==> src/sv/pft_pkg.sv <==
// Package for the polygon fan triangulator: sizes, action codes and the
// control structs passed between the top level and the hole table unit.
// No dependencies.
package pft_pkg;

	localparam int MAX_HOLES  = 16;
	localparam int HOLE_IDX_W = (MAX_HOLES > 1) ? $clog2(MAX_HOLES) : 1;
	localparam int HOLE_CNT_W = $clog2(MAX_HOLES + 1);
	localparam int DATA_W     = 32;

	typedef enum logic [1:0] {
		ACT_BEGIN  = 2'd0,
		ACT_HOLE   = 2'd1,
		ACT_HEADER = 2'd2,
		ACT_VERTEX = 2'd3
	} action_t;

	// Fan position saturates at the third vertex
	localparam logic [1:0] POS_FIRST = 2'd0;
	localparam logic [1:0] POS_THIRD = 2'd2;

	typedef struct packed {
		logic              clear;
		logic              add;
		logic [DATA_W-1:0] hole;
		logic              scan;
		logic [DATA_W-1:0] face;
	} hole_cmd_t;

	typedef struct packed {
		logic busy;
		logic done;
		logic hit;
	} hole_sts_t;

endpackage

==> src/sv/pft_in_if.sv <==
// Input channel of the triangulator: valid/ready handshake with one item.
// Depends on pft_pkg for the field widths.
interface pft_in_if;
	logic                      valid;
	logic                      ready;
	logic [1:0]                action;
	logic [pft_pkg::DATA_W-1:0] hole_face;
	logic [pft_pkg::DATA_W-1:0] vertex_count;
	logic [pft_pkg::DATA_W-1:0] vertex_index;

	modport source (output valid, action, hole_face, vertex_count, vertex_index, input ready);
	modport sink (input valid, action, hole_face, vertex_count, vertex_index, output ready);
endinterface

==> src/sv/pft_out_if.sv <==
// Output channel of the triangulator: valid/ready handshake, one triangle.
// Depends on pft_pkg for the field widths.
interface pft_out_if;
	logic                      valid;
	logic                      ready;
	logic [pft_pkg::DATA_W-1:0] corner_a;
	logic [pft_pkg::DATA_W-1:0] corner_b;
	logic [pft_pkg::DATA_W-1:0] corner_c;
	logic [pft_pkg::DATA_W-1:0] source_face;

	modport source (output valid, corner_a, corner_b, corner_c, source_face, input ready);
	modport sink (input valid, corner_a, corner_b, corner_c, source_face, output ready);
endinterface

==> src/sv/pft_ram.sv <==
// Generic single-write, single-read RAM with registered read data.
// No dependencies.
module pft_ram #(
	parameter int WIDTH = 32,
	parameter int DEPTH = 16
) (
	input  logic                                    clk,
	input  logic                                    we,
	input  logic [((DEPTH > 1) ? $clog2(DEPTH) : 1)-1:0] waddr,
	input  logic [WIDTH-1:0]                        wdata,
	input  logic                                    re,
	input  logic [((DEPTH > 1) ? $clog2(DEPTH) : 1)-1:0] raddr,
	output logic [WIDTH-1:0]                        rdata
);
	logic [WIDTH-1:0] mem [DEPTH];

	always_ff @(posedge clk) begin
		if (we) begin
			mem[waddr] <= wdata;
		end
		if (re) begin
			rdata <= mem[raddr];
		end
	end
endmodule

==> src/sv/pft_hole_unit.sv <==
// Hole table: stores hole face numbers in a RAM and scans it one entry a
// cycle through a single comparator. Depends on pft_pkg and pft_ram.
module pft_hole_unit (
	input  logic               clk,
	input  logic               arst_n,
	input  pft_pkg::hole_cmd_t cmd,
	output pft_pkg::hole_sts_t sts
);
	import pft_pkg::*;

	typedef enum logic [1:0] {
		SC_IDLE = 2'b01,
		SC_RUN  = 2'b10
	} scan_state_t;

	scan_state_t             state_q;
	logic [HOLE_CNT_W-1:0]   cnt_q;
	logic [HOLE_CNT_W-1:0]   addr_q;
	logic [DATA_W-1:0]       face_q;
	logic                    rd_vld_s1;
	logic [DATA_W-1:0]       rdata;
	logic                    wr_en;
	logic                    rd_en;
	logic                    hit;
	logic                    finish;

	assign wr_en  = cmd.add && (cnt_q < HOLE_CNT_W'(MAX_HOLES));
	assign rd_en  = (state_q == SC_RUN) && (addr_q < cnt_q);
	assign hit    = rd_vld_s1 && (rdata == face_q);
	// Stop on a match, or once no entry is left to read; the last read is
	// compared in that same cycle
	assign finish = (state_q == SC_RUN) && (hit || !rd_en);

	pft_ram #(
		.WIDTH(DATA_W),
		.DEPTH(MAX_HOLES)
	) u_table (
		.clk   (clk),
		.we    (wr_en),
		.waddr (cnt_q[HOLE_IDX_W-1:0]),
		.wdata (cmd.hole),
		.re    (rd_en),
		.raddr (addr_q[HOLE_IDX_W-1:0]),
		.rdata (rdata)
	);

	always_ff @(posedge clk or negedge arst_n) begin
		if (!arst_n) begin
			state_q   <= SC_IDLE;
			cnt_q     <= '0;
			addr_q    <= '0;
			rd_vld_s1 <= 1'b0;
		end else begin
			if (cmd.clear) begin
				cnt_q <= '0;
			end else if (wr_en) begin
				cnt_q <= cnt_q + 1'b1;
			end
			case (state_q)
				SC_IDLE: begin
					rd_vld_s1 <= 1'b0;
					if (cmd.scan) begin
						state_q <= SC_RUN;
						addr_q  <= '0;
					end
				end
				SC_RUN: begin
					if (finish) begin
						state_q   <= SC_IDLE;
						rd_vld_s1 <= 1'b0;
					end else begin
						rd_vld_s1 <= rd_en;
						if (rd_en) begin
							addr_q <= addr_q + 1'b1;
						end
					end
				end
				default: begin
					state_q   <= SC_IDLE;
					rd_vld_s1 <= 1'b0;
				end
			endcase
		end
	end

	always_ff @(posedge clk) begin
		if (cmd.scan && state_q == SC_IDLE) begin
			face_q <= cmd.face;
		end
	end

	assign sts.busy = (state_q == SC_RUN);
	assign sts.done = finish;
	assign sts.hit  = hit;

`ifndef SYNTHESIS
	a_cnt_bound: assert property (@(posedge clk) disable iff (!arst_n)
		cnt_q <= HOLE_CNT_W'(MAX_HOLES))
		else $error("hole count beyond table size");
	a_addr_bound: assert property (@(posedge clk) disable iff (!arst_n)
		rd_vld_s1 |-> (addr_q <= cnt_q))
		else $error("scan address ran past hole count");
	a_done_ends: assert property (@(posedge clk) disable iff (!arst_n)
		sts.done |=> !sts.busy && !rd_vld_s1)
		else $error("scan did not stop after done");
	a_no_write_in_scan: assert property (@(posedge clk) disable iff (!arst_n)
		sts.busy |-> !cmd.add && !cmd.clear)
		else $error("table changed during scan");
`endif
endmodule

==> src/sv/polygon_fan_triangulator_top.sv <==
// Polygon fan triangulator top level: face and vertex sequencing, the
// triangle output register and the orientation register.
// Depends on pft_pkg, pft_in_if, pft_out_if and pft_hole_unit.
//
//   channel   handshake          payload
//   in_ch     valid / ready      action, hole_face, vertex_count, vertex_index
//   out_ch    valid / ready      corner_a, corner_b, corner_c, source_face
//   cfg       cfg_we (no wait)   cfg_wdata: right_handed
//
// A face header starts a scan of the hole table: the RAM is read one entry a
// cycle through one comparator, stopping at the first match.
// No clearing pass after reset; unwritten table entries are never read.
// A finished triangle waits in the output register; input stalls only while
// that register is full and not being taken, or during a header scan.
module polygon_fan_triangulator_top (
	input  logic        clk,
	input  logic        arst_n,
	input  logic        cfg_we,
	input  logic        cfg_wdata,
	pft_in_if.sink      in_ch,
	pft_out_if.source   out_ch
);
	import pft_pkg::*;

	hole_cmd_t          cmd;
	hole_sts_t          sts;
	logic               right_handed_q;
	logic [DATA_W-1:0]  next_face_q;
	logic [DATA_W-1:0]  cur_face_q;
	logic               face_hole_q;
	logic [DATA_W-1:0]  vleft_q;
	logic [1:0]         pos_q;
	logic [DATA_W-1:0]  apex_q;
	logic [DATA_W-1:0]  prev_q;
	logic               out_vld_q;
	logic [DATA_W-1:0]  corner_a_q;
	logic [DATA_W-1:0]  corner_b_q;
	logic [DATA_W-1:0]  corner_c_q;
	logic [DATA_W-1:0]  face_out_q;
	logic               acc;
	logic               take_vtx;
	logic               emit;
	action_t            act;

	assign act      = action_t'(in_ch.action);
	assign in_ch.ready = !sts.busy && (!out_vld_q || out_ch.ready);
	assign acc      = in_ch.valid && in_ch.ready;
	assign take_vtx = acc && (act == ACT_VERTEX) && (vleft_q != '0);
	assign emit     = take_vtx && (pos_q == POS_THIRD) && !face_hole_q;

	assign cmd.clear = acc && (act == ACT_BEGIN);
	assign cmd.add   = acc && (act == ACT_HOLE);
	assign cmd.hole  = in_ch.hole_face;
	assign cmd.scan  = acc && (act == ACT_HEADER);
	assign cmd.face  = next_face_q;

	pft_hole_unit u_holes (
		.clk    (clk),
		.arst_n (arst_n),
		.cmd    (cmd),
		.sts    (sts)
	);

	always_ff @(posedge clk or negedge arst_n) begin
		if (!arst_n) begin
			right_handed_q <= 1'b1;
			next_face_q    <= '0;
			cur_face_q     <= '0;
			face_hole_q    <= 1'b0;
			vleft_q        <= '0;
			pos_q          <= POS_FIRST;
			apex_q         <= '0;
			prev_q         <= '0;
			out_vld_q      <= 1'b0;
		end else begin
			if (cfg_we) begin
				right_handed_q <= cfg_wdata;
			end
			if (sts.done) begin
				face_hole_q <= sts.hit;
			end
			if (acc) begin
				case (act)
					ACT_BEGIN: begin
						next_face_q <= '0;
						vleft_q     <= '0;
						pos_q       <= POS_FIRST;
					end
					ACT_HEADER: begin
						cur_face_q  <= next_face_q;
						next_face_q <= next_face_q + 1'b1;
						vleft_q     <= in_ch.vertex_count;
						pos_q       <= POS_FIRST;
					end
					ACT_VERTEX: begin
						if (take_vtx) begin
							vleft_q <= vleft_q - 1'b1;
							prev_q  <= in_ch.vertex_index;
							if (pos_q == POS_FIRST) begin
								apex_q <= in_ch.vertex_index;
							end
							if (pos_q != POS_THIRD) begin
								pos_q <= pos_q + 1'b1;
							end
						end
					end
					default: begin
					end
				endcase
			end
			// Load wins over drain; ready guarantees the register is free
			if (emit) begin
				out_vld_q <= 1'b1;
			end else if (out_ch.ready) begin
				out_vld_q <= 1'b0;
			end
		end
	end

	always_ff @(posedge clk) begin
		if (emit) begin
			corner_a_q <= apex_q;
			corner_b_q <= right_handed_q ? prev_q : in_ch.vertex_index;
			corner_c_q <= right_handed_q ? in_ch.vertex_index : prev_q;
			face_out_q <= cur_face_q;
		end
	end

	assign out_ch.valid       = out_vld_q;
	assign out_ch.corner_a    = corner_a_q;
	assign out_ch.corner_b    = corner_b_q;
	assign out_ch.corner_c    = corner_c_q;
	assign out_ch.source_face = face_out_q;

`ifndef SYNTHESIS
	a_no_accept_in_scan: assert property (@(posedge clk) disable iff (!arst_n)
		sts.busy |-> !acc)
		else $error("item accepted during hole scan");
	a_pos_range: assert property (@(posedge clk) disable iff (!arst_n)
		pos_q != 2'd3)
		else $error("fan position out of range");
	a_emit_no_overrun: assert property (@(posedge clk) disable iff (!arst_n)
		emit |-> (!out_vld_q || out_ch.ready))
		else $error("triangle overwrote pending output");
	a_header_scans: assert property (@(posedge clk) disable iff (!arst_n)
		cmd.scan |=> sts.busy)
		else $error("header did not start a hole scan");
`endif
endmodule

==> src/flat_wrapper.sv <==
// flat-port wrapper written by rule: the top's interface ports become plain ports
module polygon_fan_triangulator_top_flat import pft_pkg::*;
  (clk, arst_n, cfg_we, cfg_wdata, in_ch_valid, in_ch_action, in_ch_hole_face, in_ch_vertex_count, in_ch_vertex_index, in_ch_ready, out_ch_valid, out_ch_corner_a, out_ch_corner_b, out_ch_corner_c, out_ch_source_face, out_ch_ready);
  pft_in_if in_ch_i ();
  pft_out_if out_ch_i ();
  input  logic clk;
  input  logic arst_n;
  input  logic cfg_we;
  input  logic cfg_wdata;
  input wire logic [$bits(in_ch_i.valid)-1:0] in_ch_valid;
  input wire logic [$bits(in_ch_i.action)-1:0] in_ch_action;
  input wire logic [$bits(in_ch_i.hole_face)-1:0] in_ch_hole_face;
  input wire logic [$bits(in_ch_i.vertex_count)-1:0] in_ch_vertex_count;
  input wire logic [$bits(in_ch_i.vertex_index)-1:0] in_ch_vertex_index;
  output wire logic [$bits(in_ch_i.ready)-1:0] in_ch_ready;
  output wire logic [$bits(out_ch_i.valid)-1:0] out_ch_valid;
  output wire logic [$bits(out_ch_i.corner_a)-1:0] out_ch_corner_a;
  output wire logic [$bits(out_ch_i.corner_b)-1:0] out_ch_corner_b;
  output wire logic [$bits(out_ch_i.corner_c)-1:0] out_ch_corner_c;
  output wire logic [$bits(out_ch_i.source_face)-1:0] out_ch_source_face;
  input wire logic [$bits(out_ch_i.ready)-1:0] out_ch_ready;
  assign in_ch_i.valid = in_ch_valid;
  assign in_ch_i.action = in_ch_action;
  assign in_ch_i.hole_face = in_ch_hole_face;
  assign in_ch_i.vertex_count = in_ch_vertex_count;
  assign in_ch_i.vertex_index = in_ch_vertex_index;
  assign in_ch_ready = in_ch_i.ready;
  assign out_ch_valid = out_ch_i.valid;
  assign out_ch_corner_a = out_ch_i.corner_a;
  assign out_ch_corner_b = out_ch_i.corner_b;
  assign out_ch_corner_c = out_ch_i.corner_c;
  assign out_ch_source_face = out_ch_i.source_face;
  assign out_ch_i.ready = out_ch_ready;
  polygon_fan_triangulator_top u_core (.clk(clk), .arst_n(arst_n), .cfg_we(cfg_we), .cfg_wdata(cfg_wdata), .in_ch(in_ch_i), .out_ch(out_ch_i));
endmodule
==> config.mk <==
export PLATFORM = sky130hd
export DESIGN_NAME = polygon_fan_triangulator_top_flat
export DESIGN_NICKNAME = d
export VERILOG_FILES = /design/src/sv/pft_pkg.sv /design/src/sv/pft_in_if.sv /design/src/sv/pft_out_if.sv /design/src/sv/pft_ram.sv /design/src/sv/pft_hole_unit.sv /design/src/sv/polygon_fan_triangulator_top.sv /design/src/flat_wrapper.sv
export SDC_FILE = /design/constraint.sdc
export NUM_CORES = 1
export LEC_CHECK = 0
export BUFFER_PORTS_ARGS = -buffer_cell sky130_fd_sc_hd__buf_2
export CORE_MARGIN = 3
export CORE_UTILIZATION = 35
export CTS_BUF_LIST = sky130_fd_sc_hd__clkbuf_16
export DETAILED_ROUTE_END_ITERATION = 10
export SKIP_LAST_GASP = 1
export SYNTH_ARGS = -nofsm -noshare
export SYNTH_HDL_FRONTEND = slang
export SYNTH_SLANG_ARGS = --single-unit
==> constraint.sdc <==
create_clock -name clk -period 12.6 [get_ports clk]
set_input_delay 2.52 -clock clk [delete_from_list [all_inputs] [get_ports clk]]
set_output_delay 2.52 -clock clk [all_outputs]
set_load 0.05 [all_outputs]
==> impl_results.md <==
* Growth of design area from synthesis to finish at 15.6%
* Mean post-synth cell area at 18.9 µm²
* Worst slew margin at 0.227
* Placement-stage cell area at 37100 µm²
* Setup slack, reg-to-reg at 8830 ps
* Pin count of the biggest net entering global routing at 123
* Register area share after synthesis at 0.742
* Area of the multi-input gates at 8460 µm²
* DRC at 0
* Number of global-route vias before repair at 17813
* Worst ir drop on vdd at 99.2 µV
* Number of buffers created by CTS at 91
* Number of maximum-capacitance constraint violations at 0
* Port bufs at 233
* Count of different cell masters after synthesis at 67
* Initial DRC Count at 1428
* Static Leakage at 13.8 nW
* Total of fill cells in the finished design at 8614
* Highest cell delay on the worst timing path at 290 ps
* Launching element type of the critical path: input port
* Met2 WL at 35800 µm
* Path category of the worst min-delay check: flip-flop to flip-flop
* Pins Over Slew Limit at 0
* Placer Congestion at 0.852
* Area share of the largest cell type after synthesis at 0.613
* Height of the chip at 320 µm
* HPWL after DPL at 43900 µm
* Ys flop type: sky130_fd_sc_hd__edfxtp_1
* Number of hold-repair buffers added at the cts stage at 0
* Number of H-tree levels at 3
* Clock transition at the register clock pins on the worst setup and hold paths after CTS at 60 ps
* Wire length on met3 at 4770 µm
* Asr flop ratio synth at 0.202
* Reg-to-reg startpoint: u_core.u_holes.state_q[0]
* Worst-case clock buffer depth at 3
* Routed met1 length at 32600 µm
* Number of enable flip-flop cells after synthesis at 704
* Endpoint arrival time on the critical path at 3380 ps
* Maximum clock frequency at 0.170 GHz
* Area of all sequential standard cells at 25600 µm²
* GR Overflow Total at 0
* Worst path slowest cell: sky130_fd_sc_hd__nand2b_1
* Total non-filler cell area in the finished layout at 39900 µm²
* # clock sinks at 882
* Number of storage elements in the synthesis netlist at 882
* Net count after synthesis at 1945
* Resized Gates After CTS at 0
* Number of antenna violations at the first check in global routing at 15
* Clock latency reported for the late side of the worst-skew pair at 640 ps
* Sum Neg Setup Slack at 0 ps
* Uppermost layer routed: met5
* Ports placed on the boundary at 234
* Fraction of power consumed by combinational cells at 0.079
* FF-to-FF path depth at 6
* Final setup fails at 0
* Commonest non-fill, non-tap cell in the layout: sky130_fd_sc_hd__edfxtp_1
* Initial Util at 0.355
* RSZ-0062 raised after global routing: false
* Routed len/inst at 21.7 µm
* Final Critical Period at 5900 ps
* TritonCTS clock tree: built
* Int Pwr at 0.00489 W
* Maximum net fanout on the critical path at 7
* Commonest non-fill, non-tap cells in the layout: 704 x sky130_fd_sc_hd__edfxtp_1, 232 x sky130_fd_sc_hd__buf_2, 173 x sky130_fd_sc_hd__dfrtp_1
* Number of standard cells after synthesis at 1828
* Die extent in x at 320 µm
* Crit-path cells: buf_2 -> nand2b_1 -> and2_1 -> buf_2
* Endpoints failing hold at 0
* Cell type with the highest aggregate area in the netlist: sky130_fd_sc_hd__edfxtp_1
* Fraction of final layout cells sized beyond drive strength 1 at 0.325
* Total power divided by cell area at 158 nW/µm²
* Number of detailed-routing iterations run before antenna repair at 5
* Reg-to-reg critical path endpoint: u_core.out_ch.corner_a[19]
* Status: finished, final reports clean
* Standard-cell row count at 114
* Net switching fraction of the power at 0.224
* Number of warnings printed during yosys synthesis at 0
* Vias after detailed routing at 17497
* Dominant cell type by count on the critical path: sky130_fd_sc_hd__buf_2
* Share of total power in sequential cells at 0.531
* Clock power share at 0.390
* Class of the most critical setup path: input port to output pin
* Main area contributors after synthesis: sky130_fd_sc_hd__edfxtp_1 61%, sky130_fd_sc_hd__dfrtp_1 13%, sky130_fd_sc_hd__mux4_2 10%
* First-pass GRT wire length at 114000 µm
* Remaining antenna violation count at 0
* Number of buffers inserted by post-CTS setup repair at 0
* Power dissipated by switching net loads at 0.00141 W
* Final clock period utilization by the worst path at 0.468
* Via count normalized by instance count at 5.07
* Slew at the pin with the worst max-slew slack at 1160 ps
* Origin of the worst setup path: out_ch_ready
* Core Box Area at 97300 µm²
* Number of nets in the finished design at 2215
* Critical path destination: in_ch_ready
* Global-route usage over all layers at 0.146
* Total standard cell area after synthesis at 34500 µm²
* Worst path required time at 10080 ps
* Critical Path End Type: output pin
* Die area at 102000 µm²
* Final Routed Wirelength at 75000 µm
* Clock root buffer: sky130_fd_sc_hd__clkbuf_16
* Layout Skew at 18.7 ps
==> cell usage after synthesis (13+ instances only) <==
| cell type | number |
|---|---|
| sky130_fd_sc_hd__edfxtp_1 | 704 |
| sky130_fd_sc_hd__dfrtp_1 | 176 |
| sky130_fd_sc_hd__mux4_2 | 160 |
| sky130_fd_sc_hd__mux2_2 | 129 |
| sky130_fd_sc_hd__nand2_1 | 119 |
| sky130_fd_sc_hd__nor2_1 | 69 |
| sky130_fd_sc_hd__o21ai_0 | 54 |
| sky130_fd_sc_hd__clkbuf_1 | 49 |
| sky130_fd_sc_hd__xnor2_1 | 48 |
| sky130_fd_sc_hd__a21oi_1 | 27 |
| sky130_fd_sc_hd__inv_1 | 25 |
| sky130_fd_sc_hd__and3_1 | 23 |
| sky130_fd_sc_hd__nand3_1 | 21 |
| sky130_fd_sc_hd__nor3_1 | 19 |
| sky130_fd_sc_hd__nand4_1 | 18 |
| sky130_fd_sc_hd__xor2_1 | 15 |
| sky130_fd_sc_hd__buf_2 | 13 |
| sky130_fd_sc_hd__ha_1 | 13 |
==> registers in the layout, indices dropped and copies added, names as in the netlist <==
name / count
u_core.u_holes.u_table.mem: 512
u_core.apex_q: 32
u_core.cur_face_q: 32
u_core.next_face_q: 32
u_core.out_ch.corner_a: 32
u_core.out_ch.corner_b: 32
u_core.out_ch.corner_c: 32
u_core.out_ch.source_face: 32
u_core.prev_q: 32
u_core.u_holes.face_q: 32
u_core.u_holes.u_table.rdata: 32
u_core.vleft_q: 32
u_core.u_holes.addr_q: 5
u_core.u_holes.cnt_q: 5
u_core.pos_q: 2
u_core.u_holes.state_q: 2
u_core.face_hole_q: 1
u_core.out_ch.valid: 1
u_core.right_handed_q: 1
u_core.u_holes.rd_vld_s1: 1
==> routing by layer <==
metal  up-vias  GRT usage
li1       7771          -
met1      9033      0.202
met2       569      0.235
met3       118     0.0308
met4         6     0.0398
met5         -          0
==> metrics by stage <==
stage               worst slack [ps]   util  hold slack [ps]  std cells  total power (W)
floorplan                       3260      -              419       1828          0.00373
global placement                6710  0.382              426       3281          0.00389
detailed placement              6630  0.382              430       3281          0.00391
CTS                             6690  0.410              440       3446          0.00638
global route                    6650  0.410              450       3446          0.00657
finish                          6700  0.410              434       3450          0.00631
==> area by class of cell <==
class	instances	share of cell area
flip-flops and latches	882	0.642
well taps	1276	0.0400
repair buffers	257	0.0343
diodes	4	0.000251
clock buffers	94	0.0590
clock inverters	71	0.0101
inverters	25	0.00235
multi-input cells	841	0.212
==> critical path: cells and delay by family <==
family / cells / cell delay [ps]
and+or+nand+nor: 2 / 540
buffers and inverters: 2 / 310
==> power by group through the flow <==
stage	Sequential, W	Combinational (W)	Clock (W)
6_report	0.00335	0.000496	0.00246
3_3_place_gp	0.00340	0.000486	0
4_1_cts	0.00335	0.000503	0.00253
2_1_floorplan	0.00339	0.000345	0
5_1_grt	0.00336	0.000545	0.00266
3_5_place_dp	0.00341	0.000501	0
==> kinds of logic after synthesis <==
| kind of cell | synth area share |
|---|---|
| AOI/OAI and AO/OA | 0.0240 |
| xor gates and xnor gates | 0.0160 |
| adders and majority gates | 0.00471 |
| buffers and inverters | 0.0143 |
| DFF | 0.742 |
| muxes | 0.149 |
| and+or+nand+nor | 0.0502 |
==> how the worst min path moves through the flow <==
| stage | start | end | slack, ps | cells past startpoint |
|---|---|---|---|---|
| after floorplan | u_core.apex_q[0] | u_core.out_ch.corner_a[0] | 420 | 0 |
| after global placement | u_core.apex_q[25] | u_core.out_ch.corner_a[25] | 430 | 0 |
| after detailed placement | u_core.apex_q[6] | u_core.out_ch.corner_a[6] | 430 | 0 |
| after CTS | u_core.cur_face_q[22] | u_core.out_ch.source_face[22] | 440 | 0 |
| after global routing | u_core.cur_face_q[2] | u_core.out_ch.source_face[2] | 450 | 0 |
| final | u_core.cur_face_q[22] | u_core.out_ch.source_face[22] | 430 | 0 |
(Power assumes the default switching activity.)
